## config.mk

```make
export PLATFORM = sky130hd
export DESIGN_NAME = mirror_padded_window_average_core_flat
export DESIGN_NICKNAME = d
export VERILOG_FILES = /design/src/design/mpwa_pkg.sv /design/src/design/mpwa_ifs.sv /design/src/design/mirror_padded_window_average_core.sv /design/src/flat_wrapper.sv
export SDC_FILE = /design/constraint.sdc
export NUM_CORES = 2
export LEC_CHECK = 0
export BUFFER_PORTS_ARGS = -buffer_cell sky130_fd_sc_hd__buf_4
export CORE_MARGIN = 3
export CORE_UTILIZATION = 55
export CTS_CLUSTER_SIZE = 12
export DETAILED_ROUTE_END_ITERATION = 10
export MAX_ROUTING_LAYER = met4
export PLACE_DENSITY = 0.71
export SYNTH_ARGS = -nofsm -noshare
export SYNTH_HDL_FRONTEND = slang
export SYNTH_SLANG_ARGS = --single-unit
```

## constraint.sdc

```tcl
create_clock -name clk -period 21.3 [get_ports clk]
set_input_delay 2.13 -clock clk [delete_from_list [all_inputs] [get_ports clk]]
set_output_delay 2.13 -clock clk [all_outputs]
set_load 0.02 [all_outputs]
```

## src/design/mpwa_pkg.sv

```systemverilog
// ----------------------------------------------------------------------------
// mpwa_pkg : shared types and constants
// Field widths, the Q1.16 unit value and the sequencer state encoding.
// ----------------------------------------------------------------------------
package mpwa_pkg;

	localparam int SCORE_W    = 17;   // Q1.16 score
	localparam int COLUMN_W   = 16;   // result column index
	localparam int HALF_W     = 6;    // half_window register
	localparam int SPAN_SHIFT = 2;    // window limit is n/4

	localparam logic [SCORE_W-1:0] SCORE_ONE = SCORE_W'(65536);

	typedef enum logic [2:0] {
		ST_IDLE,
		ST_LOAD,
		ST_TAPS,
		ST_DRAIN,
		ST_DIV,
		ST_OUT
	} state_t;

endpackage

```

## src/design/mpwa_ifs.sv

```systemverilog
// ----------------------------------------------------------------------------
// mpwa_ifs : channel interfaces
// Score input, averaged result output and half-window configuration write.
// ----------------------------------------------------------------------------
interface mpwa_in_if;
	logic                         valid;
	logic                         ready;
	logic [mpwa_pkg::SCORE_W-1:0] score;
	logic                         final_column;

	modport source (output valid, output score, output final_column, input ready);
	modport sink   (input valid, input score, input final_column, output ready);
endinterface

interface mpwa_out_if;
	logic                          valid;
	logic                          ready;
	logic [mpwa_pkg::COLUMN_W-1:0] column;
	logic [mpwa_pkg::SCORE_W-1:0]  average;
	logic                          last;
	logic                          error;

	modport source (output valid, output column, output average, output last,
		output error, input ready);
	modport sink   (input valid, input column, input average, input last,
		input error, output ready);
endinterface

interface mpwa_cfg_if;
	logic                        valid;
	logic                        ready;
	logic [mpwa_pkg::HALF_W-1:0] data;

	modport source (output valid, output data, input ready);
	modport sink   (input valid, input data, output ready);
endinterface

```

## src/design/mirror_padded_window_average_core.sv

```systemverilog
// ----------------------------------------------------------------------------
// mirror_padded_window_average_core : mirror-padded boxcar average
// Windowed mean of column scores with mirrored ends, one shared
// accumulate/divide datapath under a small sequencer.
// ----------------------------------------------------------------------------
// Usage
//  scores   : one column score word per accept (Q1.16, saturated to 1.0 on
//             entry), final_column marks the last column of a sequence.
//  averages : result words {column, average, last, error}. Column i is sent
//             once column i+h is in; the final column flushes the tail
//             (up to h+1 words), or sends one error word if h > n/4 or more
//             than MAX_COLUMNS columns came in.
//  cfg      : half_window write, always ready. Latched into the active
//             half window on the first column of each sequence.
// Sequencing
//  Each result takes a setup state, 2h+1 taps (one ring read a cycle
//  through a two-stage address/read pipe), a drain of that pipe, the
//  one-bit-per-cycle restoring divider and an output state that waits
//  while a stalled receiver holds the result register. scores is not
//  ready meanwhile; a column that yields no result is taken without the
//  sequencer leaving its idle state.
// Reset clears counters, sequencer and output valid; the ring is not
//  cleared, every slot is written before it is read.
// A stalled receiver holds the result register; the sequencer waits in its
//  output state until the register frees up.
// ----------------------------------------------------------------------------
module mirror_padded_window_average_core #(
	parameter int MAX_HALF_WINDOW = 32,
	parameter int RING_DEPTH      = 128,
	parameter int MAX_COLUMNS     = 65536
) (
	input  logic            clk,
	input  logic            arst_n,
	mpwa_in_if.sink         scores,
	mpwa_out_if.source      averages,
	mpwa_cfg_if.sink        cfg
);

	// window limited by both the parameter and the ring: 2h+1 <= RING_DEPTH
	localparam int EFF_MAX_H = (MAX_HALF_WINDOW < (RING_DEPTH - 1) / 2) ?
		MAX_HALF_WINDOW : (RING_DEPTH - 1) / 2;
	localparam int AH_W   = $clog2(EFF_MAX_H + 1);
	localparam int TAP_W  = AH_W + 1;                   // holds 2h+1
	localparam int SUM_W  = mpwa_pkg::SCORE_W + TAP_W;
	localparam int SLOT_W = $clog2(RING_DEPTH);
	localparam int CNT_W  = $clog2(MAX_COLUMNS + 2);    // counts up to MAX+1
	localparam int XW     = CNT_W + 2;                  // signed tap position
	localparam int DC_W   = $clog2(SUM_W + 1);

	localparam logic [CNT_W-1:0]  MAXC      = CNT_W'(MAX_COLUMNS);
	localparam logic [CNT_W-1:0]  MAXC_P1   = CNT_W'(MAX_COLUMNS + 1);
	localparam logic [SLOT_W-1:0] RING_LAST = SLOT_W'(RING_DEPTH - 1);
	localparam logic [mpwa_pkg::HALF_W-1:0] EFF_H6 = mpwa_pkg::HALF_W'(EFF_MAX_H);

	// ------------------------------------------------------------------------
	// state
	// ------------------------------------------------------------------------
	mpwa_pkg::state_t state_q, state_d;

	logic [mpwa_pkg::HALF_W-1:0]  hw_q;        // configured half window
	logic [AH_W-1:0]              ah_q;        // half window of this sequence
	logic [CNT_W-1:0]             seen_q;      // columns of this sequence
	logic [CNT_W-1:0]             next_out_q;  // next column to send
	logic [SLOT_W-1:0]            wr_slot_q;   // ring slot of column seen_q

	logic [CNT_W-1:0]             col_q;       // column being averaged
	logic [CNT_W-1:0]             top_q;       // newest stored column
	logic [SLOT_W-1:0]            top_slot_q;  // its ring slot
	logic                         flush_q;     // working off the final column
	logic                         err_q;       // error word pending
	logic [AH_W-1:0]              res_cnt_q;   // flush words sent so far

	logic signed [XW-1:0]         x_q;         // tap position, may be negative
	logic [TAP_W-1:0]             tap_left_q;
	logic [SUM_W-1:0]             sum_q;       // window sum, then quotient
	logic [TAP_W-1:0]             rem_q;
	logic [DC_W-1:0]              div_cnt_q;

	logic                         vld_s1, vld_s2;
	logic [SLOT_W-1:0]            dist_s1;     // top column minus tap column
	logic [mpwa_pkg::SCORE_W-1:0] rd_s2;

	logic [mpwa_pkg::SCORE_W-1:0] ring_q [RING_DEPTH];

	logic                         out_valid_q;
	logic [mpwa_pkg::COLUMN_W-1:0] out_col_q;
	logic [mpwa_pkg::SCORE_W-1:0] out_avg_q;
	logic                         out_last_q;
	logic                         out_err_q;

	// ------------------------------------------------------------------------
	// input side
	// ------------------------------------------------------------------------
	logic                         in_ready, in_acc, first_col;
	logic [AH_W-1:0]              h_now;
	logic [SLOT_W-1:0]            slot_now;
	logic [mpwa_pkg::SCORE_W-1:0] score_sat;
	logic [CNT_W-1:0]             n_now;
	logic                         stored, emit_now, err_now;

	assign scores.ready = in_ready;
	assign in_acc       = scores.valid && in_ready;
	assign cfg.ready    = 1'b1;

	always_comb begin
		first_col = (seen_q == '0);
		if (first_col) begin
			h_now = (hw_q > EFF_H6) ? AH_W'(EFF_MAX_H) : hw_q[AH_W-1:0];
		end else begin
			h_now = ah_q;
		end
		slot_now  = first_col ? '0 : wr_slot_q;
		score_sat = (scores.score > mpwa_pkg::SCORE_ONE) ? mpwa_pkg::SCORE_ONE :
			scores.score;
		stored    = (seen_q < MAXC);
		n_now     = (seen_q <= MAXC) ? seen_q + 1'b1 : seen_q;
		emit_now  = stored && (seen_q >= CNT_W'(h_now));
		err_now   = (n_now > MAXC) || (CNT_W'(h_now) > (n_now >> mpwa_pkg::SPAN_SHIFT));
	end

	// ------------------------------------------------------------------------
	// sequencer
	// ------------------------------------------------------------------------
	logic out_load, more_cols;

	assign more_cols = flush_q && !err_q && (col_q != top_q) && (res_cnt_q != ah_q);

	always_comb begin
		state_d = state_q;
		unique case (state_q)
			mpwa_pkg::ST_IDLE: begin
				if (in_acc) begin
					if (scores.final_column) begin
						state_d = err_now ? mpwa_pkg::ST_OUT : mpwa_pkg::ST_LOAD;
					end else if (emit_now) begin
						state_d = mpwa_pkg::ST_LOAD;
					end
				end
			end
			mpwa_pkg::ST_LOAD:  state_d = mpwa_pkg::ST_TAPS;
			mpwa_pkg::ST_TAPS: begin
				if (tap_left_q == TAP_W'(1)) begin
					state_d = mpwa_pkg::ST_DRAIN;
				end
			end
			mpwa_pkg::ST_DRAIN: begin
				if (!vld_s1 && !vld_s2) begin
					state_d = mpwa_pkg::ST_DIV;
				end
			end
			mpwa_pkg::ST_DIV: begin
				if (div_cnt_q == DC_W'(1)) begin
					state_d = mpwa_pkg::ST_OUT;
				end
			end
			mpwa_pkg::ST_OUT: begin
				if (out_load) begin
					state_d = more_cols ? mpwa_pkg::ST_LOAD : mpwa_pkg::ST_IDLE;
				end
			end
			default: state_d = mpwa_pkg::ST_IDLE;
		endcase
	end

	always_comb begin
		in_ready = 1'b0;
		out_load = 1'b0;
		unique case (state_q)
			mpwa_pkg::ST_IDLE: in_ready = 1'b1;
			mpwa_pkg::ST_OUT:  out_load = !out_valid_q || averages.ready;
			default: begin
				in_ready = 1'b0;
				out_load = 1'b0;
			end
		endcase
	end

	always_ff @(posedge clk or negedge arst_n) begin
		if (!arst_n) begin
			state_q <= mpwa_pkg::ST_IDLE;
		end else begin
			state_q <= state_d;
		end
	end

	// ------------------------------------------------------------------------
	// sequence bookkeeping
	// ------------------------------------------------------------------------
	always_ff @(posedge clk or negedge arst_n) begin
		if (!arst_n) begin
			hw_q       <= '0;
			ah_q       <= '0;
			seen_q     <= '0;
			next_out_q <= '0;
			wr_slot_q  <= '0;
			flush_q    <= 1'b0;
			err_q      <= 1'b0;
			res_cnt_q  <= '0;
		end else begin
			if (cfg.valid) begin
				hw_q <= cfg.data;
			end
			if (in_acc) begin
				ah_q    <= h_now;
				flush_q <= scores.final_column;
				err_q   <= scores.final_column && err_now;
				res_cnt_q <= '0;
				if (stored) begin
					wr_slot_q <= (slot_now == RING_LAST) ? '0 : slot_now + 1'b1;
				end
				if (scores.final_column) begin
					seen_q     <= '0;
					next_out_q <= '0;
				end else begin
					seen_q <= n_now;
					if (emit_now) begin
						next_out_q <= seen_q - CNT_W'(h_now) + 1'b1;
					end
				end
			end else if (out_load && more_cols) begin
				res_cnt_q <= res_cnt_q + 1'b1;
			end
		end
	end

	// window centre and mirror reference; payload, no reset
	always_ff @(posedge clk) begin
		if (in_acc) begin
			top_q      <= seen_q;
			top_slot_q <= slot_now;
			col_q      <= scores.final_column ? next_out_q : seen_q - CNT_W'(h_now);
		end else if (out_load && more_cols) begin
			col_q <= col_q + 1'b1;
		end
	end

	// ------------------------------------------------------------------------
	// score ring
	// ------------------------------------------------------------------------
	logic [SLOT_W-1:0] rd_slot;
	logic [SLOT_W:0]   slot_wrap;

	always_ff @(posedge clk) begin
		if (in_acc && stored) begin
			ring_q[slot_now] <= score_sat;
		end
	end

	always_ff @(posedge clk) begin
		if (vld_s1) begin
			rd_s2 <= ring_q[rd_slot];
		end
	end

	// slot of tap column = top slot minus distance, modulo ring depth
	always_comb begin
		slot_wrap = {1'b0, top_slot_q} + (SLOT_W + 1)'(RING_DEPTH) - {1'b0, dist_s1};
		rd_slot   = (top_slot_q >= dist_s1) ? top_slot_q - dist_s1 : slot_wrap[SLOT_W-1:0];
	end

	// ------------------------------------------------------------------------
	// tap address stage: mirror about both ends, then clamp
	// ------------------------------------------------------------------------
	logic signed [XW-1:0] top_x, j_a, j_b, j_c;
	logic [SLOT_W-1:0]    dist_d;

	always_comb begin
		top_x  = $signed({2'b00, top_q});
		j_a    = (x_q < 0) ? -x_q : x_q;
		j_b    = (j_a > top_x) ? (top_x <<< 1) - j_a : j_a;
		j_c    = (j_b < 0) ? '0 : ((j_b > top_x) ? top_x : j_b);
		dist_d = SLOT_W'(top_x - j_c);
	end

	always_ff @(posedge clk or negedge arst_n) begin
		if (!arst_n) begin
			vld_s1 <= 1'b0;
			vld_s2 <= 1'b0;
		end else begin
			vld_s1 <= (state_q == mpwa_pkg::ST_TAPS);
			vld_s2 <= vld_s1;
		end
	end

	always_ff @(posedge clk) begin
		if (state_q == mpwa_pkg::ST_TAPS) begin
			dist_s1 <= dist_d;
		end
	end

	// ------------------------------------------------------------------------
	// shared accumulate / restoring divide unit
	// ------------------------------------------------------------------------
	logic [TAP_W:0] rem_sh, divisor, rem_sub;
	logic           q_bit;

	always_comb begin
		divisor = {1'b0, ah_q, 1'b1};
		rem_sh  = {rem_q, sum_q[SUM_W-1]};
		q_bit   = (rem_sh >= divisor);
		rem_sub = q_bit ? rem_sh - divisor : rem_sh;
	end

	always_ff @(posedge clk or negedge arst_n) begin
		if (!arst_n) begin
			tap_left_q <= '0;
			div_cnt_q  <= '0;
		end else begin
			unique case (state_q)
				mpwa_pkg::ST_LOAD:  tap_left_q <= {ah_q, 1'b1};
				mpwa_pkg::ST_TAPS:  tap_left_q <= tap_left_q - 1'b1;
				mpwa_pkg::ST_DRAIN: div_cnt_q  <= DC_W'(SUM_W);
				mpwa_pkg::ST_DIV:   div_cnt_q  <= div_cnt_q - 1'b1;
				default: begin
					tap_left_q <= tap_left_q;
					div_cnt_q  <= div_cnt_q;
				end
			endcase
		end
	end

	always_ff @(posedge clk) begin
		unique case (state_q)
			mpwa_pkg::ST_LOAD: begin
				x_q   <= $signed({2'b00, col_q}) - $signed(XW'(ah_q));
				sum_q <= '0;
			end
			mpwa_pkg::ST_TAPS, mpwa_pkg::ST_DRAIN: begin
				x_q <= x_q + 1'b1;
				if (vld_s2) begin
					sum_q <= sum_q + SUM_W'(rd_s2);
				end
				rem_q <= '0;
			end
			mpwa_pkg::ST_DIV: begin
				rem_q <= rem_sub[TAP_W-1:0];
				sum_q <= {sum_q[SUM_W-2:0], q_bit};
			end
			default: begin
				x_q <= x_q;
			end
		endcase
	end

	// ------------------------------------------------------------------------
	// result register
	// ------------------------------------------------------------------------
	always_ff @(posedge clk or negedge arst_n) begin
		if (!arst_n) begin
			out_valid_q <= 1'b0;
		end else if (out_load) begin
			out_valid_q <= 1'b1;
		end else if (averages.ready) begin
			out_valid_q <= 1'b0;
		end
	end

	always_ff @(posedge clk) begin
		if (out_load) begin
			out_col_q  <= err_q ? '0 : col_q[mpwa_pkg::COLUMN_W-1:0];
			out_avg_q  <= err_q ? '0 : sum_q[mpwa_pkg::SCORE_W-1:0];
			out_last_q <= err_q || (flush_q && (col_q == top_q));
			out_err_q  <= err_q;
		end
	end

	assign averages.valid   = out_valid_q;
	assign averages.column  = out_col_q;
	assign averages.average = out_avg_q;
	assign averages.last    = out_last_q;
	assign averages.error   = out_err_q;

	// ------------------------------------------------------------------------
	// checks
	// ------------------------------------------------------------------------
	a_pipe_empty_idle: assert property (@(posedge clk) disable iff (!arst_n)
		(state_q == mpwa_pkg::ST_IDLE) |-> (!vld_s1 && !vld_s2))
		else $error("tap pipe busy while idle");

	a_mean_in_range: assert property (@(posedge clk) disable iff (!arst_n)
		(state_q == mpwa_pkg::ST_OUT && !err_q) |->
			(sum_q <= SUM_W'(mpwa_pkg::SCORE_ONE)))
		else $error("mean above 1.0");

	a_count_sat: assert property (@(posedge clk) disable iff (!arst_n)
		seen_q <= MAXC_P1)
		else $error("column count past saturation");

	a_slot_range: assert property (@(posedge clk) disable iff (!arst_n)
		vld_s1 |-> (rd_slot <= RING_LAST))
		else $error("ring read slot out of range");

endmodule
```

## src/flat_wrapper.sv

```systemverilog
// flat-port wrapper written by rule: the top's interface ports become plain ports
module mirror_padded_window_average_core_flat 
#(
	parameter int MAX_HALF_WINDOW = 32,
	parameter int RING_DEPTH      = 128,
	parameter int MAX_COLUMNS     = 65536
)
  (clk, arst_n, scores_valid, scores_score, scores_final_column, scores_ready, averages_valid, averages_column, averages_average, averages_last, averages_error, averages_ready, cfg_valid, cfg_data, cfg_ready);
  mpwa_in_if scores_i ();
  mpwa_out_if averages_i ();
  mpwa_cfg_if cfg_i ();
  input  logic clk;
  input  logic arst_n;
  input wire logic [$bits(scores_i.valid)-1:0] scores_valid;
  input wire logic [$bits(scores_i.score)-1:0] scores_score;
  input wire logic [$bits(scores_i.final_column)-1:0] scores_final_column;
  output wire logic [$bits(scores_i.ready)-1:0] scores_ready;
  output wire logic [$bits(averages_i.valid)-1:0] averages_valid;
  output wire logic [$bits(averages_i.column)-1:0] averages_column;
  output wire logic [$bits(averages_i.average)-1:0] averages_average;
  output wire logic [$bits(averages_i.last)-1:0] averages_last;
  output wire logic [$bits(averages_i.error)-1:0] averages_error;
  input wire logic [$bits(averages_i.ready)-1:0] averages_ready;
  input wire logic [$bits(cfg_i.valid)-1:0] cfg_valid;
  input wire logic [$bits(cfg_i.data)-1:0] cfg_data;
  output wire logic [$bits(cfg_i.ready)-1:0] cfg_ready;
  assign scores_i.valid = scores_valid;
  assign scores_i.score = scores_score;
  assign scores_i.final_column = scores_final_column;
  assign scores_ready = scores_i.ready;
  assign averages_valid = averages_i.valid;
  assign averages_column = averages_i.column;
  assign averages_average = averages_i.average;
  assign averages_last = averages_i.last;
  assign averages_error = averages_i.error;
  assign averages_i.ready = averages_ready;
  assign cfg_i.valid = cfg_valid;
  assign cfg_i.data = cfg_data;
  assign cfg_ready = cfg_i.ready;
  mirror_padded_window_average_core #(.MAX_HALF_WINDOW(MAX_HALF_WINDOW), .RING_DEPTH(RING_DEPTH), .MAX_COLUMNS(MAX_COLUMNS)) u_core (.clk(clk), .arst_n(arst_n), .scores(scores_i), .averages(averages_i), .cfg(cfg_i));
endmodule
```

# [Yosys cells after proc, flatten, opt, wreduce, memory -nomap -nowiden]
# Memories as Yosys holds them, arrays and structs flattened. A register that Yosys moved wholly into a read port is not among the register bits.
# Cells that the tools add are included.
[word_totals] word_cells=149 ram_bits=2176 latch_bits=0 out_inout_bits=38 mem_count=1 reg_bits=212 mem_bits_ro=0 inputBits=29
[memory_table] name="u_core.ring_q" depth=128 width=17 rd=1 rd_clocked_by_memory_dff=1 wr=1 line_no="mirror_padded_window_average_core.sv:83" text="logic [mpwa_pkg::SCORE_W-1:0] ring_q [RING_DEPTH];"
[op_classes] n_bitwise=0 div_mod_pow=0 add_sub_neg=18 reduce_logical=32 n_mul=0 mux=42 eq_ne=18 n_lt_le_gt_ge=13 shifts=0
[ops] operator="$mux W17" n=8
[ops] operator="$pmux W24 S3" n=1
[ops] operator="$add A17 B1 Y17 const B" n=3
[ops] operator="$mux W7" n=6
[ops] operator="$gt A19 B18 Y1" n=2
[ops] operator="$lt A19 B1 Y1 const B" n=2
[ops] operator="$mux W19" n=2
[ops] operator="$pmux W19 S2" n=1
[ops] operator="$gt A17 B17 Y1 const B" n=2
[ops] operator="$pmux W7 S2" n=2
[ops] operator="$sub A7 B7 Y7" n=4
[ops] operator="$add A24 B17 Y24" n=1
[ops] operator="$mux W24" n=1
[ops] operator="$mux W3" n=8
[ops] operator="$mux W6" n=4
[ops] operator="$add A19 B1 Y19 const B" n=1
[ops] operator="$neg A19 Y19" n=1
[ops] operator="$sub A19 B19 Y19" n=1
[ops] operator="$pmux W3 S6" n=1
[ops] operator="$sub A17 B6 Y18" n=1
[ops] operator="$eq A17 B17 Y1" n=1
[ops] operator="$ge A17 B6 Y1" n=1
[ops] operator="$le A17 B17 Y1 const B" n=1
[ops] operator="$logic_not A17 Y1" n=1
[ops] operator="other kinds (31)" n=67

# [Depth between registers and ports, before layout]
[depth] word_depth=9 depth_mapped=35 mapped_depth_nobuf=34

# [Least setup slack after synthesis]
# OpenSTA, ideal clock, no wires.
[synth_path] path_kind="register to register" from="register u_core.x_q[4]" to="register u_core.dist_s1[6] (data pin)" slack_ns=14.400 required_time_ns=21.040 stages_incl_launch_ff=34 arrival_time_ns=6.640 synth_period_minus_slack_ns=6.900 path_buffers=2 setup_time_ns=0.260 path_cell_list="edfxtp_1 -> buf_6 -> or4_4 -> or4_4 -> o31ai_1 -> xor2_1 -> inv_1 -> ha_1 -> nand4_1 -> nor3_1 -> o31ai_1 -> a41o_1 -> nand3_1 -> nand2_1 -> clkbuf_1 -> nor2_1 -> a21oi_1 -> ha_1 -> a2111oi_0 -> nand2_1 -> a31oi_1 -> o311a_1 -> nor2_1 -> a211oi_4 -> mux2i_1 -> nor2_1 -> ha_1 -> inv_1 -> fa_1 -> a21o_1 -> a21oi_1 -> o21bai_1 -> a21oi_1 -> xnor2_1"
[synth_between] elab_chain_len=8 word_cells_on_any_way=11 classes_between="add/sub: 3; order compare: 4; mux: 4"
[synth_lines] item="start, declared" line_no="mirror_padded_window_average_core.sv:73" text="logic signed [XW-1:0] x_q;"
[synth_lines] item="start signal, assigned" line_no="mirror_padded_window_average_core.sv:325" text="x_q <= $signed({2'b00, col_q}) - $signed(XW'(ah_q));"
[synth_lines] item="start signal, assigned" line_no="mirror_padded_window_average_core.sv:329" text="x_q <= x_q + 1'b1;"
[synth_lines] item="start signal, assigned" line_no="mirror_padded_window_average_core.sv:340" text="x_q <= x_q;"
[synth_lines] item="$neg A19 Y19 or $lt A19 B1 Y1 (tied branches)" line_no="mirror_padded_window_average_core.sv:269" text="j_a = (x_q < 0) ? -x_q : x_q;"
[synth_lines] item="$mux W19 *" line_no="mirror_padded_window_average_core.sv:269"
[synth_lines] item="$sub A19 B19 Y19 or $gt A19 B18 Y1 (tied branches)" line_no="mirror_padded_window_average_core.sv:270" text="j_b = (j_a > top_x) ? (top_x <<< 1) - j_a : j_a;"
[synth_lines] item="$mux W19 *" line_no="mirror_padded_window_average_core.sv:270"
[synth_lines] item="$gt A19 B18 Y1" line_no="mirror_padded_window_average_core.sv:271" text="j_c = (j_b < 0) ? '0 : ((j_b > top_x) ? top_x : j_b);"
[synth_lines] item="$mux W7" line_no="mirror_padded_window_average_core.sv:271"
[synth_lines] item="$mux W7 *" line_no="mirror_padded_window_average_core.sv:271"
[synth_lines] item="$sub A7 B7 Y7 *" line_no="mirror_padded_window_average_core.sv:272" text="dist_d = SLOT_W'(top_x - j_c);"
[synth_lines] item="named net u_core.dist_d[6]" line_no="mirror_padded_window_average_core.sv:265" text="logic [SLOT_W-1:0] dist_d;"
[synth_lines] item="end signal, assigned" line_no="mirror_padded_window_average_core.sv:287" text="dist_s1 <= dist_d;"
[synth_lines] item="end, declared" line_no="mirror_padded_window_average_core.sv:80" text="logic [SLOT_W-1:0] dist_s1;"
# Mark *: on every way through the listed nets, which the timed path passes. The rest lies on a longest branch.
# A chain may end at the register's enable or synchronous reset.

# [Final worst setup path]
[layout_path] from="register u_core.x_q[2]" to="register u_core.dist_s1[6] (data pin)"
# The elaborated chain is that of the path after synthesis.

==> out/metrics.csv <==
stage;metric;value;unit
clocking;clk_path_buf_depth;3;
die;start_util;0.5545;
cells_and_area;finish.net_count;5469;
detailed_routing;ant_nets;0;
synthesis;synth_compound_area_frac;0.02836;
cells_and_area;multiInputGateArea;26320;µm²
detailed_routing;drc;0;
cells_and_area;n_fill_cell;12370;
synthesis;synth-async-reset-ratio;0.03285;
synthesis;synthMuxAreaShare;0.1650;
setup_path;critPathMaxFanout;25;
global_route;track_usage;0.2590;
synthesis;syn_inst;5085;
sta;finalMaxSlewViolations;0;
setup_path;cp_slowest_cell;edfxtp_1;
die;die_h;430.8;µm
detailed_routing;firstDrtPassIters;6;
global_route;grt_pass1_wl;342.1;mm
synthesis;synth-seq-area-share;0.7236;
detailed_routing;routed_wl;229.2;mm
placed_design;dpl.cell_count;7435;
power_and_ir_drop;power_density;160.8;nW/µm²
synthesis;ys_ff_latch;2405;
synthesis;syn_nets;5238;
setup_path;required;21.87;ns
clocking;cts.sinks;2405;
global_route;gr-total-overflow;0;
placed_design;gp_congestion;0.8671;
cells_and_area;finalInstanceArea;110400;µm²
clocking;cts_tree;done;
clocking;post_cts_buffers;0;
detailed_routing;vias_per_cell;6.378;
global_route;grt_max_degree;127;
setup_path;worstSetupEndpointType;register;
cells_and_area;final-instance-count-excl-fill;7809;
cells_and_area;drive_above_1_share;0.2483;
die;dieArea;185600;µm²
sta;skew;0.04112;ns
clocking;htree_num_levels;4;
detailed_routing;first_iter_violations;5713;
placed_design;io_buffers;65;
job;drv_cap;0;
clocking;path_clk_slew;0.06;ns
synthesis;synth-adder-area-share;0.01616;
global_route;grt_pass1_vias;50300;
die;io_pins;67;
clocking;cts_inserted_buffers;234;
synthesis;synth-simple-area-share;0.03769;
setup_path;critical_path_arrival;8.80;ns
synthesis;ys_types;80;
clocking;cts_hold_buf;0;
die;die_x;430.8;µm
sta;slew_headroom;0.1482;
sta;timing.fmax;0.1215;GHz
placed_design;dpl_cell_area;103500;µm²
die;coreArea;179000;µm²
sta;hold_viol;0;
synthesis;synthXorXnorAreaFrac;0.01490;
global_route;antenna_found_initial;4;
sta;grt_setup_unrepaired;false;
sta;fin_crit_sh;0.3864;
setup_path;startpoint_type;register;
sta;hold_ws;0.4798;ns
clocking;clock_latency;0.85;ns
power_and_ir_drop;irDropWorstVdd;0.0002572;V
sta;setup_viol;0;
sta;tns;0;ns
cells_and_area;area_delta_synth_final;11.22;%
cells_and_area;seq_area;71820;µm²
synthesis;syn_area_per_cell;19.52;µm²
synthesis;synth-edff-count;2326;
power_and_ir_drop;leakage;34.14;nW
sta;period_needed;8.231;ns
clocking;cts_resized;0;
placed_design;dp_hpwl;134.8;mm
setup_path;worstSetupPathType;reg -> reg;
detailed_routing;wl_per_cell;29.35;µm
synthesis;synth_area;99250;µm²
synthesis;synth_ff_type;edfxtp_1;
status;status;complete, no violations;
detailed_routing;vias;49810;
synthesis;synth_top_family_by_area;multiplexers;
hold_path;min_path_type;reg -> reg;
clocking;root_buffer;clkbuf_16;
synthesis;ys_warn_count;0;
die;rows;155;
setup_path;slowest_delay;0.58;ns
sta;worst_slew_pin_slew;1.278;ns
==> critical path, delay by kind of cell (launching register included) <==
kind	cells	cell delay, ns
AND/OR/NAND/NOR	10	2.76
AO/OA/AOI/OAI	12	2.71
adder cells (fa/ha/maj)	4	1.20
flip-flops	1	0.58
XOR/XNOR	2	0.40
buffers and inverters	2	0.16
multiplexers	1	0.14
==> metrics by stage <==
step                setup slack (ns)    util  total power, mW
floorplan                      14.40       -            11.43
global placement               13.14  0.5782            14.06
detailed placement             13.05  0.5782            14.10
CTS                            13.05  0.6167            17.90
global route                   12.50  0.6167            18.61
finish                         13.07  0.6167            17.75
==> report_power, final <==
part	internal (mW)	total, mW	switching, mW
combinational	3.59	8.28	4.69
sequential	5.47	5.68	0.210
clock	2.11	3.79	1.68
total	11.2	17.8	6.58
==> layout by cell type (no fill, tap or decap), types with 79 or more instances in the layout <==
| cell | instances |
|---|---|
| a21oi_1 | 114 |
| buf_4 | 257 |
| clkbuf_16 | 236 |
| dfrtp_1 | 79 |
| edfxtp_1 | 2326 |
| ha_1 | 116 |
| inv_1 | 103 |
| mux4_2 | 680 |
| nand2_1 | 189 |
| nor2_1 | 243 |
| o21ai_0 | 138 |
| xnor2_1 | 88 |
==> cells by family after synthesis <==
kind of cell             after synthesis
adder cells (fa/ha/maj)              124
XOR/XNOR                             168
buffers and inverters                371
AO/OA/AOI/OAI                        447
multiplexers                         780
AND/OR/NAND/NOR                      789
flip-flops                          2405
other                                  1
==> per-layer routing <==
layer | track usage | vias up | wire [µm]
met3 | 0.04469 | 313 | 18830
met4 | 0.06774 | 0 | 5791
met2 | 0.4003 | 2195 | 111700
li1 | - | 21110 | -
met5 | - | - | 0
met1 | 0.3647 | 26190 | 92880
==> state kept, by name, summed over array words and instances, names as in the netlist, 16 cells and up <==
name,flops
u_core.ring_q,2176
u_core.rd_s2,17
u_core.x_q,19
u_core.col_q,17
u_core.sum_q,24
u_core.averages.column,16
u_core.top_q,17
u_core.next_out_q,17
u_core.seen_q,17
u_core.averages.average,17
==> synthesized netlist by cell type, types with 19 or more instances <==
master	instances	area, µm²
clkbuf_1	207	777.0
nand4_1	32	200.2
ha_1	117	1464
mux2_2	42	473.0
edfxtp_1	2326	69850
mux4_2	680	15310
nand2_1	189	709.4
o21ai_0	140	700.7
a22o_1	19	166.4
nor2_1	287	1077
nand2b_1	27	168.9
o211ai_1	25	187.7
nor2b_1	66	412.9
a21o_1	31	232.7
o31ai_1	23	172.7
buf_1	54	202.7
xnor2_1	93	814.5
nor3_1	27	135.1
a21oi_1	114	570.6
dfrtp_1	79	1977
inv_1	104	390.4
mux2i_1	57	570.6
nand3_1	46	230.2
and3_1	23	143.9
xor2_1	74	648.1
==> final cells by class <==
type / instances / area share
flip-flops and latches: 2405 / 0.6506
multi-input cells: 2309 / 0.2385
clock buffers: 317 / 0.05689
well taps: 2355 / 0.02669
repair buffers: 261 / 0.01820
clock inverters: 55 / 0.005508
inverters: 105 / 0.003570
diodes: 2 / 0.00004534
==> path summary, 6_finish.rpt <==
check | start | end | slack (ns) | depth (start not counted)
worst max-delay path | u_core.x_q[2] | u_core.dist_s1[6] | 13.07 | 31
worst min-delay path | u_core.next_out_q[6] | u_core.next_out_q[6] | 0.48 | 2
worst max register to register | u_core.x_q[2] | u_core.dist_s1[6] | 13.07 | 31
worst min register to register | u_core.next_out_q[6] | u_core.next_out_q[6] | 0.48 | 2
max in group asynchronous | arst_n | u_core.seen_q[8] | 18.93 | 2
min in group asynchronous | arst_n | u_core.vld_s2 | 1.14 | 1
(Power assumes the default switching activity.)
